### config.mk
export PLATFORM = sky130hd
export DESIGN_NAME = i2c_slider_zone_decoder_top
export DESIGN_NICKNAME = d
export VERILOG_FILES = /design/src/design/szd_pkg.sv /design/src/design/szd_cfg.sv /design/src/design/szd_core.sv /design/src/design/i2c_slider_zone_decoder_top.sv
export SDC_FILE = /design/constraint.sdc
export NUM_CORES = 1
export LEC_CHECK = 0
export ABC_CLOCK_PERIOD_IN_PS = 2200
export BUFFER_PORTS_ARGS = -buffer_cell sky130_fd_sc_hd__buf_2
export CAP_MARGIN = 30
export CORE_UTILIZATION = 40
export DETAILED_ROUTE_END_ITERATION = 7
export SLEW_MARGIN = 20
export SYNTH_ARGS = -nofsm -noshare
export SYNTH_HDL_FRONTEND = slang
export SYNTH_SLANG_ARGS = --single-unit
export TNS_END_PERCENT = 50
### constraint.sdc
create_clock -name i_clk -period 2.2 [get_ports i_clk]
set_clock_uncertainty 0.05 [all_clocks]
set_input_delay 0.44 -clock i_clk [delete_from_list [all_inputs] [get_ports i_clk]]
set_output_delay 0.44 -clock i_clk [all_outputs]
set_load 0.01 [all_outputs]
### src/design/szd_pkg.sv
// ---------------------------------------------------------------------------
// szd_pkg
// Shared types, constants and zone tables of the I2C slider zone decoder.
// ---------------------------------------------------------------------------
`timescale 1ns / 1ps
`default_nettype none

package szd_pkg;

    typedef enum logic [1:0] {
        EV_BEGIN = 2'd0,
        EV_STOP  = 2'd1,
        EV_DATA  = 2'd2,
        EV_NONE  = 2'd3
    } t_event_kind;

    localparam int unsigned CFG_IDX_W = 1;

    localparam logic [CFG_IDX_W-1:0] CFG_REQUEST_ADDR = 1'b0;
    localparam logic [CFG_IDX_W-1:0] CFG_REPLY_ADDR   = 1'b1;

    localparam logic [7:0] REQUEST_ADDR_RST = 8'h58;
    localparam logic [7:0] REPLY_ADDR_RST   = 8'h59;

    localparam logic [7:0] HALF_FIRST  = 8'h01;
    localparam logic [7:0] INDEX_MAX   = 8'hFF;
    localparam logic [4:0] HALF_OFFSET = 5'd8;

    typedef struct packed {
        logic [7:0] request_address;
        logic [7:0] reply_address;
    } t_cfg;

    // Zone group set or cleared by the low nibble
    function automatic logic [31:0] grp_low(input logic [4:0] pos);
        logic [31:0] m;
        begin
            case (pos)
                5'd1:    m = 32'h1 << 30;
                5'd4:    m = 32'h3 << 24;
                5'd7:    m = 32'h3 << 18;
                5'd9:    m = 32'h3 << 12;
                5'd12:   m = 32'h3 << 6;
                5'd15:   m = 32'h1 << 1;
                default: m = 32'h0;
            endcase
            return m;
        end
    endfunction

    // Zone group set or cleared by the high nibble
    function automatic logic [31:0] grp_high(input logic [4:0] pos);
        logic [31:0] m;
        begin
            case (pos)
                5'd1:    m = 32'h1 << 31;
                5'd2:    m = 32'h3 << 28;
                5'd4:    m = 32'h3 << 26;
                5'd5:    m = 32'h3 << 22;
                5'd7:    m = 32'h3 << 20;
                5'd8:    m = 32'h3 << 16;
                5'd9:    m = 32'h3 << 14;
                5'd10:   m = 32'h3 << 10;
                5'd12:   m = 32'h3 << 8;
                5'd13:   m = 32'h3 << 4;
                5'd15:   m = 32'h3 << 2;
                5'd16:   m = 32'h1;
                default: m = 32'h0;
            endcase
            return m;
        end
    endfunction

endpackage

`default_nettype wire

### src/design/szd_cfg.sv
// ---------------------------------------------------------------------------
// szd_cfg
// Address registers written through the configuration port.
// ---------------------------------------------------------------------------
`timescale 1ns / 1ps
`default_nettype none

module szd_cfg (
    input  wire logic                           i_clk,
    input  wire logic                           i_rst_n,
    input  wire logic                           i_cfg_we,
    input  wire logic [szd_pkg::CFG_IDX_W-1:0]  i_cfg_index,
    input  wire logic [7:0]                     i_cfg_data,
    output szd_pkg::t_cfg                       o_cfg
);
    import szd_pkg::*;

    t_cfg r_cfg;

    always_ff @(posedge i_clk) begin
        if (!i_rst_n) begin
            r_cfg.request_address <= REQUEST_ADDR_RST;
            r_cfg.reply_address   <= REPLY_ADDR_RST;
        end else if (i_cfg_we) begin
            case (i_cfg_index)
                CFG_REQUEST_ADDR: r_cfg.request_address <= i_cfg_data;
                CFG_REPLY_ADDR:   r_cfg.reply_address   <= i_cfg_data;
                default:          r_cfg                 <= r_cfg;
            endcase
        end
    end

    assign o_cfg = r_cfg;

endmodule

`default_nettype wire

### src/design/szd_core.sv
// ---------------------------------------------------------------------------
// szd_core
// Bus tracking state and slider image update, one event per cycle while i_step is high.
// ---------------------------------------------------------------------------
`timescale 1ns / 1ps
`default_nettype none

module szd_core (
    input  wire logic           i_clk,
    input  wire logic           i_rst_n,
    input  wire logic           i_step,
    input  wire logic [1:0]     i_event_kind,
    input  wire logic [7:0]     i_data_byte,
    input  wire szd_pkg::t_cfg  i_cfg,
    output logic [31:0]         o_next_image
);
    import szd_pkg::*;

    logic        r_expect_address, n_expect_address;
    logic [7:0]  r_current_address, n_current_address;
    logic [7:0]  r_byte_index, n_byte_index;
    logic        r_second_half, n_second_half;
    logic [31:0] r_slider_image, n_slider_image;

    t_event_kind kind;
    logic [4:0]  pos;
    logic        low_too;
    logic        high_only;
    logic [31:0] m_low;
    logic [31:0] m_high;
    logic [31:0] img;

    assign kind = t_event_kind'(i_event_kind);
    assign pos  = r_byte_index[4:0] + (r_second_half ? HALF_OFFSET : 5'd0);
    assign m_low  = grp_low(pos);
    assign m_high = grp_high(pos);

    always_comb begin
        low_too   = (r_byte_index inside {8'd1, 8'd4, 8'd7});
        high_only = (r_byte_index inside {8'd2, 8'd5, 8'd8});
    end

    always_comb begin
        n_expect_address  = r_expect_address;
        n_current_address = r_current_address;
        n_byte_index      = r_byte_index;
        n_second_half     = r_second_half;
        img               = r_slider_image;
        case (kind)
            EV_BEGIN: begin
                n_expect_address = 1'b1;
            end
            EV_STOP: begin
                n_current_address = 8'd0;
            end
            EV_DATA: begin
                if (r_expect_address) begin
                    n_current_address = i_data_byte;
                    n_expect_address  = 1'b0;
                end else if (r_current_address == i_cfg.request_address) begin
                    n_second_half = (i_data_byte != HALF_FIRST);
                end else if (r_current_address == i_cfg.reply_address) begin
                    if (low_too) begin
                        img = (i_data_byte[3:0] != 4'd0) ? (img | m_low) : (img & ~m_low);
                    end
                    if (low_too || high_only) begin
                        img = (i_data_byte[7:4] != 4'd0) ? (img | m_high)
                                                          : (img & ~m_high);
                    end
                end
                // saturate the index
                if (r_expect_address) begin
                    n_byte_index = 8'd1;
                end else if (r_byte_index != INDEX_MAX) begin
                    n_byte_index = r_byte_index + 8'd1;
                end
            end
            default: begin
                img = r_slider_image;
            end
        endcase
        n_slider_image = img;
    end

    always_ff @(posedge i_clk) begin
        if (!i_rst_n) begin
            r_expect_address  <= 1'b0;
            r_current_address <= 8'd0;
            r_byte_index      <= 8'd0;
            r_second_half     <= 1'b0;
            r_slider_image    <= 32'd0;
        end else if (i_step) begin
            r_expect_address  <= n_expect_address;
            r_current_address <= n_current_address;
            r_byte_index      <= n_byte_index;
            r_second_half     <= n_second_half;
            r_slider_image    <= n_slider_image;
        end
    end

    assign o_next_image = n_slider_image;

endmodule

`default_nettype wire

### src/design/i2c_slider_zone_decoder_top.sv
// ---------------------------------------------------------------------------
// i2c_slider_zone_decoder_top
// Decodes sniffed I2C events into a 32-bit slider zone image.
// ---------------------------------------------------------------------------
// channel   direction  handshake            payload
// event     in         i_valid / o_ready    i_event_kind, i_data_byte
// image     out        o_valid / i_ready    o_slider_bits
// config    in         i_cfg_we             i_cfg_index, i_cfg_data
//
// One item per cycle unless the result stalls (input register, then state
// update into the result register). One image is returned for every item.
// Reset is synchronous: addresses reset to 0x58 / 0x59, core state clears.
// A stalled result holds the update stage; the input stays ready while
// the input register is empty or the result register can drain.
// ---------------------------------------------------------------------------
`timescale 1ns / 1ps
`default_nettype none

module i2c_slider_zone_decoder_top (
    input  wire logic                           i_clk,
    input  wire logic                           i_rst_n,
    input  wire logic                           i_valid,
    output logic                                o_ready,
    input  wire logic [1:0]                     i_event_kind,
    input  wire logic [7:0]                     i_data_byte,
    output logic                                o_valid,
    input  wire logic                           i_ready,
    output logic [31:0]                         o_slider_bits,
    input  wire logic                           i_cfg_we,
    input  wire logic [szd_pkg::CFG_IDX_W-1:0]  i_cfg_index,
    input  wire logic [7:0]                     i_cfg_data
);
    import szd_pkg::*;

    logic        r_in_valid;
    logic [1:0]  r_in_kind;
    logic [7:0]  r_in_data;
    logic        r_out_valid;
    logic [31:0] r_out_bits;

    logic        out_load;
    logic        advance;
    logic [31:0] next_image;
    t_cfg        cfg;

    assign out_load = !r_out_valid || i_ready;
    assign advance  = r_in_valid && out_load;
    assign o_ready  = !r_in_valid || out_load;

    szd_cfg u_cfg (
        .i_clk       (i_clk),
        .i_rst_n     (i_rst_n),
        .i_cfg_we    (i_cfg_we),
        .i_cfg_index (i_cfg_index),
        .i_cfg_data  (i_cfg_data),
        .o_cfg       (cfg)
    );

    szd_core u_core (
        .i_clk        (i_clk),
        .i_rst_n      (i_rst_n),
        .i_step       (advance),
        .i_event_kind (r_in_kind),
        .i_data_byte  (r_in_data),
        .i_cfg        (cfg),
        .o_next_image (next_image)
    );

    // input register
    always_ff @(posedge i_clk) begin
        if (!i_rst_n) begin
            r_in_valid <= 1'b0;
        end else if (o_ready) begin
            r_in_valid <= i_valid;
        end
    end

    always_ff @(posedge i_clk) begin
        if (o_ready && i_valid) begin
            r_in_kind <= i_event_kind;
            r_in_data <= i_data_byte;
        end
    end

    // result register
    always_ff @(posedge i_clk) begin
        if (!i_rst_n) begin
            r_out_valid <= 1'b0;
        end else if (out_load) begin
            r_out_valid <= r_in_valid;
        end
    end

    always_ff @(posedge i_clk) begin
        if (advance) begin
            r_out_bits <= next_image;
        end
    end

    assign o_valid       = r_out_valid;
    assign o_slider_bits = r_out_bits;

endmodule

`default_nettype wire
==> impl_metrics.json, run 1 <==
{
  "critPathKind": "reg -> reg",
  "use_met2_pct": 30.4,
  "rows": 40,
  "grt_overflow": 0,
  "fin_nets": 635,
  "routed_wl_mm": 11.4,
  "track_usage_pct": 18.4,
  "cts_buffer_depth": 2,
  "cp_max_fo": 12,
  "met3_usage_pct": 4.20,
  "dpl.cell_count": 755,
  "die_area_um2": 13000,
  "finalHoldViolCount": 0,
  "syn_inst": 496,
  "clk_pin_slew_ns": 0.07,
  "cts_hold_buf": 0,
  "cp_cell_sequence": "xor2_1 -> nor4_2 -> o211ai_1 -> buf_6 -> nor4_4 -> buf_4 -> mux2_2",
  "antenna_left": 0,
  "vdd_ir_drop_max_mv": 0.298,
  "power_mw": 4.00,
  "outcome": "complete, no violations",
  "crit_required_ns": 2.25,
  "top_usage_layer": "met2",
  "grt_antenna_before_repair": 0,
  "cp-start-kind": "flop",
  "die_w_um": 114,
  "worstMarginPinSlew_ns": 0.825,
  "grt_pass1_wl_mm": 18.4,
  "n_antenna_cell": 0,
  "hold_path.class": "in -> reg",
  "leakage_nw": 2.59,
  "core-area_um2": 12100,
  "pin_count": 58,
  "cts_buffers": 9,
  "setup_tns_ns": 0,
  "wl_per_cell_um": 14.6,
  "path_delay_family": "simple AND/OR/NAND/NOR gates",
  "yosys.cell_types.count": 50,
  "crit_path_max_incr_delay_ns": 0.34,
  "cts_tree": "done",
  "ys_seq_area_share_pct": 52.4,
  "fin_crit_sh_pct": 99.3,
  "avgSynthCellArea_um2": 10.1,
  "setup_viol": 0,
  "routabilityCongestion": 0.853,
  "cts_max_level": 3,
  "syn_area_um2": 5000,
  "grt_pass1_vias": 3775,
  "synthArstFlopShare_pct": 0,
  "clk_latency_ns": 0.35,
  "ys_warn_count": 0,
  "dp_hpwl_mm": 8.31,
  "relSlewSlack_pct": 44.8,
  "routed_via_density": 5.09,
  "vias": 3961,
  "synth_top_cell_by_area": "dfxtp_1",
  "synth_edf_count": 42,
  "final_cell_count_no_fill": 778,
  "fin_util_pct": 52.5,
  "drtIter0Drc": 213,
  "p_per_area_nw_per_um2": 629,
  "start_util_pct": 41.3,
  "clockRootBuffer": "clkbuf_16",
  "synth_ff_type": "dfxtp_1",
  "ys_seq_elements": 110,
  "grt_setup_unrepaired": "yes",
  "synthToLayoutAreaGrowth_pct": 27.0,
  "setup_slack_ns": 0.0156,
  "fin_crit_ns": 2.18,
  "mappedNetlistNets": 526,
  "die_height_um": 114,
  "port_buffers": 57,
  "maxSlewViolCount": 0,
  "netlist_top_cells_area": "dfxtp_1 (27%), edfxtp_1 (25%), mux2_2 (7.2%)",
  "grt_util_met1_pct": 23.4,
  "cp-end-kind": "flop",
  "grt_max_degree": 29,
  "arrival_ns": 2.24,
  "clock_sinks": 110,
  "worst-path-buf-inv": 2,
  "slowest_stage": "dfxtp_2",
  "pre_cts_slack_ns": -0.0759,
  "drive_gt1_share_pct": 34.1,
  "max_freq_ghz": 0.458,
  "drt_pass1_iterations": 4,
  "synth_top_area_share_pct": 27.2,
  "cap_violations": 0,
  "drc": 0
}
==> routing by layer <==
layer | wire length, um | share of wire [%]
met4 | 223 | 2.0
met5 | 0 | 0
met1 | 5260 | 46
met2 | 5470 | 48
met3 | 444 | 3.9
==> final cells by class <==
class | count | area [um2]
Sequential cell | 110 | 2630
Clock buffer | 12 | 256
Inverter | 23 | 86.3
Tap cell | 168 | 210
Fill cell | 1136 | 5760
Clock inverter | 4 | 22.5
Timing Repair Buffer | 121 | 812
Multi-Input combinational cell | 340 | 2340
==> stage by stage <==
step | hold slack [ns] | instance area (um2)
floorplan | 0.370 | 5010
global placement | 0.379 | 5850
detailed placement | 0.382 | 5850
CTS | 0.192 | 6200
global route | 0.192 | 6360
finish | 0.204 | 6360
==> Yosys cell counts (5+ instances only) <==
| library cell | instances |
|---|---|
| a21oi_1 | 36 |
| ha_1 | 6 |
| nand4_1 | 18 |
| edfxtp_1 | 42 |
| nor2_1 | 31 |
| nand2_1 | 70 |
| mux2_2 | 32 |
| inv_1 | 22 |
| nand3_1 | 30 |
| dfxtp_1 | 68 |
| nand2b_1 | 5 |
| mux2i_1 | 17 |
| buf_2 | 5 |
| o21ai_0 | 7 |
| nor4_1 | 7 |
| nor2b_1 | 7 |
| clkbuf_1 | 13 |
| xor2_1 | 8 |
| xnor2_1 | 12 |
| nor3_1 | 9 |
| or4_1 | 5 |
==> kinds of logic (layout without fill, tap and decap cells) <==
| family | Yosys count | in the layout | synth area share, % |
|---|---|---|---|
| AOI/OAI and AO/OA | 59 | 59 | 7.23 |
| adders and majority gates | 6 | 6 | 1.50 |
| DFF | 110 | 110 | 52.4 |
| buffers and inverters | 46 | 160 | 3.95 |
| muxes | 49 | 49 | 10.6 |
| and+or+nand+nor | 206 | 206 | 20.8 |
| xor gates and xnor gates | 20 | 20 | 3.50 |
==> power breakdown <==
group | switching (mW) | leakage, nW | total (mW) | internal, mW
sequential | 0.0319 | 0.961 | 2.20 | 2.16
combinational | 0.162 | 1.49 | 0.274 | 0.112
clock | 0.702 | 0.138 | 1.53 | 0.824
==> timing repair <==
item / in CTS / in global routing
setup buffers: 1 / 5
hold endpoints to repair: 0 / 0
resized for setup: 14 / 20
cloned: 0 / 1
endpoints found under the setup margin: 20 / 36
pin swaps: 1 / 6
==> cells in the final DEF (no fill, tap or decap), types with 5 or more instances in the layout <==
| master | count |
|---|---|
| nand2_1 | 70 |
| dfxtp_1 | 65 |
| buf_4 | 60 |
| buf_2 | 57 |
| edfxtp_1 | 42 |
| a21oi_1 | 36 |
| mux2_2 | 32 |
| nand3_1 | 30 |
| nor2_1 | 25 |
| inv_1 | 21 |
| nand4_1 | 18 |
| mux2i_1 | 17 |
| clkbuf_16 | 10 |
| xnor2_1 | 9 |
| xor2_1 | 8 |
| nor2_2 | 6 |
| nor2b_1 | 6 |
| nor3_1 | 6 |
| o21ai_0 | 6 |
| nand2b_1 | 5 |
| ha_1 | 5 |
==> flip-flops by register name, summed over array words and instances (netlist names) <==
name                      flops
u_core.r_second_half          1
o_valid                       1
u_core.r_expect_address       1
u_cfg.o_cfg                  16
r_in_valid                    1
u_core.r_slider_image        32
r_in_kind                     2
u_core.r_byte_index           8
r_in_data                     8
o_slider_bits                32
u_core.r_current_address      8
==> path summary, 6_finish.rpt <==
path	to	from	cells after the start	slack (ns)
setup / recovery	o_slider_bits[11]	u_core.r_current_address[1]	7	0.02
hold / removal	r_in_data[6]	i_data_byte[6]	1	0.20
hold reg to reg	u_core.r_slider_image[29]	u_core.r_slider_image[29]	2	0.39
setup reg to reg	o_slider_bits[11]	u_core.r_current_address[1]	7	0.02
No activity file was read; power rests on OpenSTA's default activity.
==> run 2: changes to the inputs <==
--- a/config.mk
+++ b/config.mk
@@ -10,6 +10,7 @@
 export CAP_MARGIN = 30
 export CORE_UTILIZATION = 40
 export DETAILED_ROUTE_END_ITERATION = 7
+export MAX_ROUTING_LAYER = met4
 export SLEW_MARGIN = 20
 export SYNTH_ARGS = -nofsm -noshare
 export SYNTH_HDL_FRONTEND = slang
==> impl_metrics.json, run 2 (synthesis gave the netlist of run 1 again) <==
{
  "setup_viol": 0,
  "cts_tree": "done",
  "clk_pin_slew_ns": 0.07,
  "start_util_pct": 41.3,
  "n_antenna_cell": 0,
  "dp_hpwl_mm": 8.31,
  "layout_commonest_cell": "nand2_1",
  "track_usage_pct": 18.9,
  "drive_gt1_share_pct": 34.2,
  "p_per_area_nw_per_um2": 628,
  "port_buffers": 57,
  "fillers": 1138,
  "synthToLayoutAreaGrowth_pct": 26.9,
  "grt_pass1_vias": 3779,
  "clk_latency_ns": 0.35,
  "die_area_um2": 13000,
  "power_mw": 3.99,
  "grt_setup_unrepaired": "yes",
  "fin_nets": 634,
  "pin_count": 58,
  "cts_buffer_depth": 2,
  "maxSlewViolCount": 0,
  "arrival_ns": 2.23,
  "grt_max_degree": 29,
  "rows": 40,
  "final_cell_count_no_fill": 777,
  "drtIter0Drc": 224,
  "whs_ns": 0.206,
  "vdd_ir_drop_max_mv": 0.299,
  "clockRootBuffer": "clkbuf_16",
  "final_cell_mix": "nand2_1 (70), dfxtp_1 (65), buf_4 (59)",
  "grt_pass1_wl_mm": 18.4,
  "vias": 3945,
  "cts_buffers": 9,
  "fin_util_pct": 52.4,
  "max_freq_ghz": 0.459,
  "worstMarginPinSlew_ns": 0.825,
  "crit_required_ns": 2.26,
  "outcome": "complete, no violations",
  "die_height_um": 114,
  "cp-start-kind": "flop",
  "die_w_um": 114,
  "critPathKind": "reg -> reg",
  "routabilityCongestion": 0.867,
  "finalHoldViolCount": 0,
  "wl_per_cell_um": 14.6,
  "antenna_left": 0,
  "setup_tns_ns": 0,
  "routed_via_density": 5.08,
  "fin_crit_sh_pct": 99.1,
  "clock_sinks": 110,
  "cap_violations": 0,
  "hold_path.class": "in -> reg",
  "fin_crit_ns": 2.18,
  "cp-end-kind": "flop",
  "cts_max_level": 3,
  "core-area_um2": 12100,
  "grt_antenna_before_repair": 0,
  "cp_max_fo": 12,
  "grt_overflow": 0,
  "dpl.cell_count": 755,
  "leakage_nw": 2.59,
  "drc": 0,
  "drt_pass1_iterations": 4,
  "routed_wl_mm": 11.3,
  "relSlewSlack_pct": 44.7
}
## run 2: cell count changes in the layout (fill, tap and decap cells not counted)
cell / before / now
and4_1: 3 / 2
buf_4: 60 / 59
and4_4: 1 / 2
## run 2: area by class of cell
type / count / area, um2 / share of cell area (%)
inverter: 23 / 86.3 / 1.36
clock inverter: 4 / 22.5 / 0.355
multi-input combinational: 340 / 2340 / 36.9
tap: 168 / 210 / 3.31
timing repair buffer: 120 / 805 / 12.7
sequential: 110 / 2630 / 41.4
clock buffer: 12 / 256 / 4.04
## run 2: layer usage
metal / GRT usage (%) / vias up / wire length (um)
li1: - / 1983 / -
met1: 23.4 / 1876 / 5220
met2: 30.4 / 69 / 5440
met3: 4.20 / 17 / 455
met4: 7.01 / 0 / 225
met5: - / - / 0
## run 2: worst max-delay path, stage by stage (launching register included)
cell and delay (ns):
dfxtp_1 0.33, xor2_1 0.18, nor4_2 0.31, o211ai_1 0.16, buf_6 0.18, nor4_4 0.25
buf_4 0.15, mux2_2 0.32
## run 2: worst paths after layout
| kind | from | end | slack [ns] | cells after the start |
|---|---|---|---|---|
| worst max-delay path | u_cfg.o_cfg[4] | o_slider_bits[11] | 0.02 | 7 |
| worst min-delay path | i_data_byte[6] | r_in_data[6] | 0.21 | 1 |
| worst max register to register | u_cfg.o_cfg[4] | o_slider_bits[11] | 0.02 | 7 |
| worst min register to register | u_core.r_slider_image[29] | u_core.r_slider_image[29] | 0.39 | 2 |
## run 2: power breakdown
| group | internal [mW] | switching, mW | leakage [nW] |
|---|---|---|---|
| logic | 0.109 | 0.160 | 1.49 |
| registers | 2.16 | 0.0317 | 0.961 |
| clock network | 0.824 | 0.702 | 0.138 |
## run 2: stage by stage
stage | worst slack [ns] | cell area, um2
floorplan | 0.00230 | 5010
global placement | -0.0843 | 5850
detailed placement | -0.0759 | 5850
CTS | -0.000207 | 6200
global route | -0.0566 | 6350
finish | 0.0204 | 6350
## run 2: repair_timing
item	CTS	global route
endpoints found under the hold margin	0	0
resized for setup	14	21
endpoints found under the setup margin	20	36
hold buffers	0	0
cloned	0	1
pin swaps	1	6
setup buffers	1	4
==> run 3: changes to the inputs <==
--- a/config.mk
+++ b/config.mk
@@ -5,9 +5,11 @@
 export SDC_FILE = /design/constraint.sdc
 export NUM_CORES = 1
 export LEC_CHECK = 0
-export ABC_CLOCK_PERIOD_IN_PS = 2200
+export ABC_AREA = 1
+export ABC_CLOCK_PERIOD_IN_PS = 1900
 export BUFFER_PORTS_ARGS = -buffer_cell sky130_fd_sc_hd__buf_2
 export CAP_MARGIN = 30
+export CORE_MARGIN = 2
 export CORE_UTILIZATION = 40
 export DETAILED_ROUTE_END_ITERATION = 7
 export MAX_ROUTING_LAYER = met4
==> constraint.sdc (replaced) <==
create_clock -name i_clk -period 1.9 [get_ports i_clk]
set_clock_uncertainty 0.05 [all_clocks]
set_input_delay 0.38 -clock i_clk [delete_from_list [all_inputs] [get_ports i_clk]]
set_output_delay 0.38 -clock i_clk [all_outputs]
set_load 0.01 [all_outputs]
==> impl_metrics.json, run 3 <==
{
  "grt_setup_unrepaired": "yes",
  "track_usage_pct": 18.1,
  "mappedNetlistNets": 724,
  "yosys.cell_types.count": 41,
  "core-area_um2": 13200,
  "port_buffers": 57,
  "fin_crit_ns": 1.84,
  "dp_hpwl_mm": 8.72,
  "ys_seq_elements": 110,
  "clk_latency_ns": 0.37,
  "hold_depth": 1,
  "hold_path.class": "in -> reg",
  "syn_inst": 694,
  "clock_sinks": 110,
  "crit_required_ns": 1.98,
  "dpl.cell_count": 951,
  "leakage_nw": 3.26,
  "grt_overflow": 0,
  "synth_top_cell_by_area": "dfxtp_1",
  "whs_ns": 0.132,
  "wl_per_cell_um": 12.9,
  "final_cell_count_no_fill": 978,
  "grt_pass1_vias": 4351,
  "setup_viol": 0,
  "outcome": "complete, no violations",
  "arrival_ns": 1.92,
  "cts_buffer_depth": 2,
  "avgSynthCellArea_um2": 7.81,
  "layout_commonest_cell": "nand2_1",
  "synthTopCellsByCount": "nand2_1 (193), nor2_1 (94), inv_1 (73)",
  "fin_crit_sh_pct": 96.6,
  "fin_util_pct": 51.1,
  "drive_gt1_share_pct": 26.7,
  "critPathKind": "reg -> reg",
  "cp-start-kind": "flop",
  "grt_antenna_before_repair": 0,
  "setup_tns_ns": 0,
  "vdd_ir_drop_max_mv": 0.579,
  "die_height_um": 120,
  "fin_nets": 827,
  "die_area_um2": 14500,
  "drt_pass1_iterations": 5,
  "routed_via_density": 4.85,
  "cts_buffers": 9,
  "drc": 0,
  "synth_ff_type": "dfxtp_1",
  "grt_max_degree": 98,
  "synthArstFlopShare_pct": 0,
  "n_antenna_cell": 0,
  "die_w_um": 120,
  "cp-end-kind": "flop",
  "start_util_pct": 40.9,
  "final_cell_mix": "nand2_1 (183), nor2_1 (90), inv_1 (69)",
  "ff2ff_path_depth": 10,
  "rows": 42,
  "cp_max_fo": 11,
  "cts_tree": "done",
  "netlist_top_cells_area": "dfxtp_1 (25%), edfxtp_1 (23%), nand2_1 (13%)",
  "maxSlewViolCount": 0,
  "worstMarginPinSlew_ns": 0.446,
  "routabilityCongestion": 0.886,
  "synthToLayoutAreaGrowth_pct": 24.9,
  "vias": 4745,
  "cap_violations": 0,
  "synth_edf_count": 42,
  "cts_max_level": 3,
  "grt_pass1_wl_mm": 20.2,
  "syn_area_um2": 5420,
  "clk_pin_slew_ns": 0.08,
  "synth_top_area_share_pct": 25.1,
  "drtIter0Drc": 307,
  "pin_count": 58,
  "ys_warn_count": 0,
  "synth.most_common_cell": "nand2_1",
  "max_freq_ghz": 0.545,
  "antenna_left": 0,
  "clockRootBuffer": "clkbuf_16",
  "routed_wl_mm": 12.6,
  "finalHoldViolCount": 0,
  "ys_seq_area_share_pct": 48.4,
  "p_per_area_nw_per_um2": 792,
  "relSlewSlack_pct": 70.3
}
[run 3: cell types whose count changed after synthesis, sizes merged, moves of 14 or more]
cell and change:
inv +65, nand4 +14, mux2 -32, mux2i -17, nand2 +130, nor2 +72
[run 3: worst max-delay path, cell delays in order (launching register included)]
cell and delay, ns:
dfxtp_4 0.37, ha_1 0.21, nand2_1 0.19, nand3_2 0.13, nand2_4 0.16, nand2_8 0.10
buf_4 0.14, nand4_1 0.08, nand2_1 0.05, nand2_1 0.08, inv_1 0.04
[run 3: final timing paths]
| kind | endpoint | start | slack [ns] |
|---|---|---|---|
| setup / recovery | o_slider_bits[0] | u_core.r_byte_index[0] | 0.06 |
| hold / removal | r_in_data[7] | i_data_byte[7] | 0.13 |
| setup reg to reg | o_slider_bits[0] | u_core.r_byte_index[0] | 0.06 |
| hold reg to reg | u_cfg.o_cfg[5] | u_cfg.o_cfg[5] | 0.42 |
[run 3: repair_timing]
action / CTS / global route
pin swaps: 3 / 15
hold buffers: 0 / 0
setup buffers: 1 / 8
cloned: 2 / 1
endpoints found under the setup margin: 18 / 63
resized for setup: 4 / 46
[run 3: power breakdown]
part	leakage (nW)	switching [mW]	internal [mW]
clock network	0.156	0.901	1.16
registers	0.969	0.0720	2.59
logic	2.14	0.389	0.246
total	3.26	1.36	4.00
[run 3: final cells by class]
type	count	area, um2
fill	1309	6470
tap	176	220
clock inverter	7	98.8
multi-input combinational	474	2500
clock buffer	9	225
timing repair buffer	111	746
inverter	91	342
sequential	110	2640
[run 3: layer usage]
| layer | vias up | share of wire (%) | global-route usage, % |
|---|---|---|---|
| met5 | - | 0 | - |
| met4 | 0 | 2.1 | 8.07 |
| met3 | 21 | 3.9 | 3.44 |
| met2 | 101 | 48 | 29.0 |
| met1 | 2164 | 46 | 22.5 |
| li1 | 2459 | - | - |
[run 3: cell families (layout without fill, tap and decap cells)]
| logic type | after synthesis | in the layout | synth area share, % |
|---|---|---|---|
| adders and majority gates | 6 | 6 | 1.39 |
| and+or+nand+nor | 393 | 395 | 33.3 |
| xor gates and xnor gates | 8 | 8 | 1.29 |
| buffers and inverters | 112 | 218 | 8.59 |
| AOI/OAI and AO/OA | 65 | 65 | 7.09 |
| DFF | 110 | 110 | 48.4 |
[run 3: through the flow]
step           instance area, um2  setup slack (ns)  power, mW
6_report                     6770            0.0642       5.36
5_1_grt                      6770           -0.0420       5.61
4_1_cts                      6540            0.0211       5.39
3_5_place_dp                 6170           -0.0694       3.31
2_1_floorplan                5430            0.0131       3.12
3_3_place_gp                 6170           -0.0283       3.29
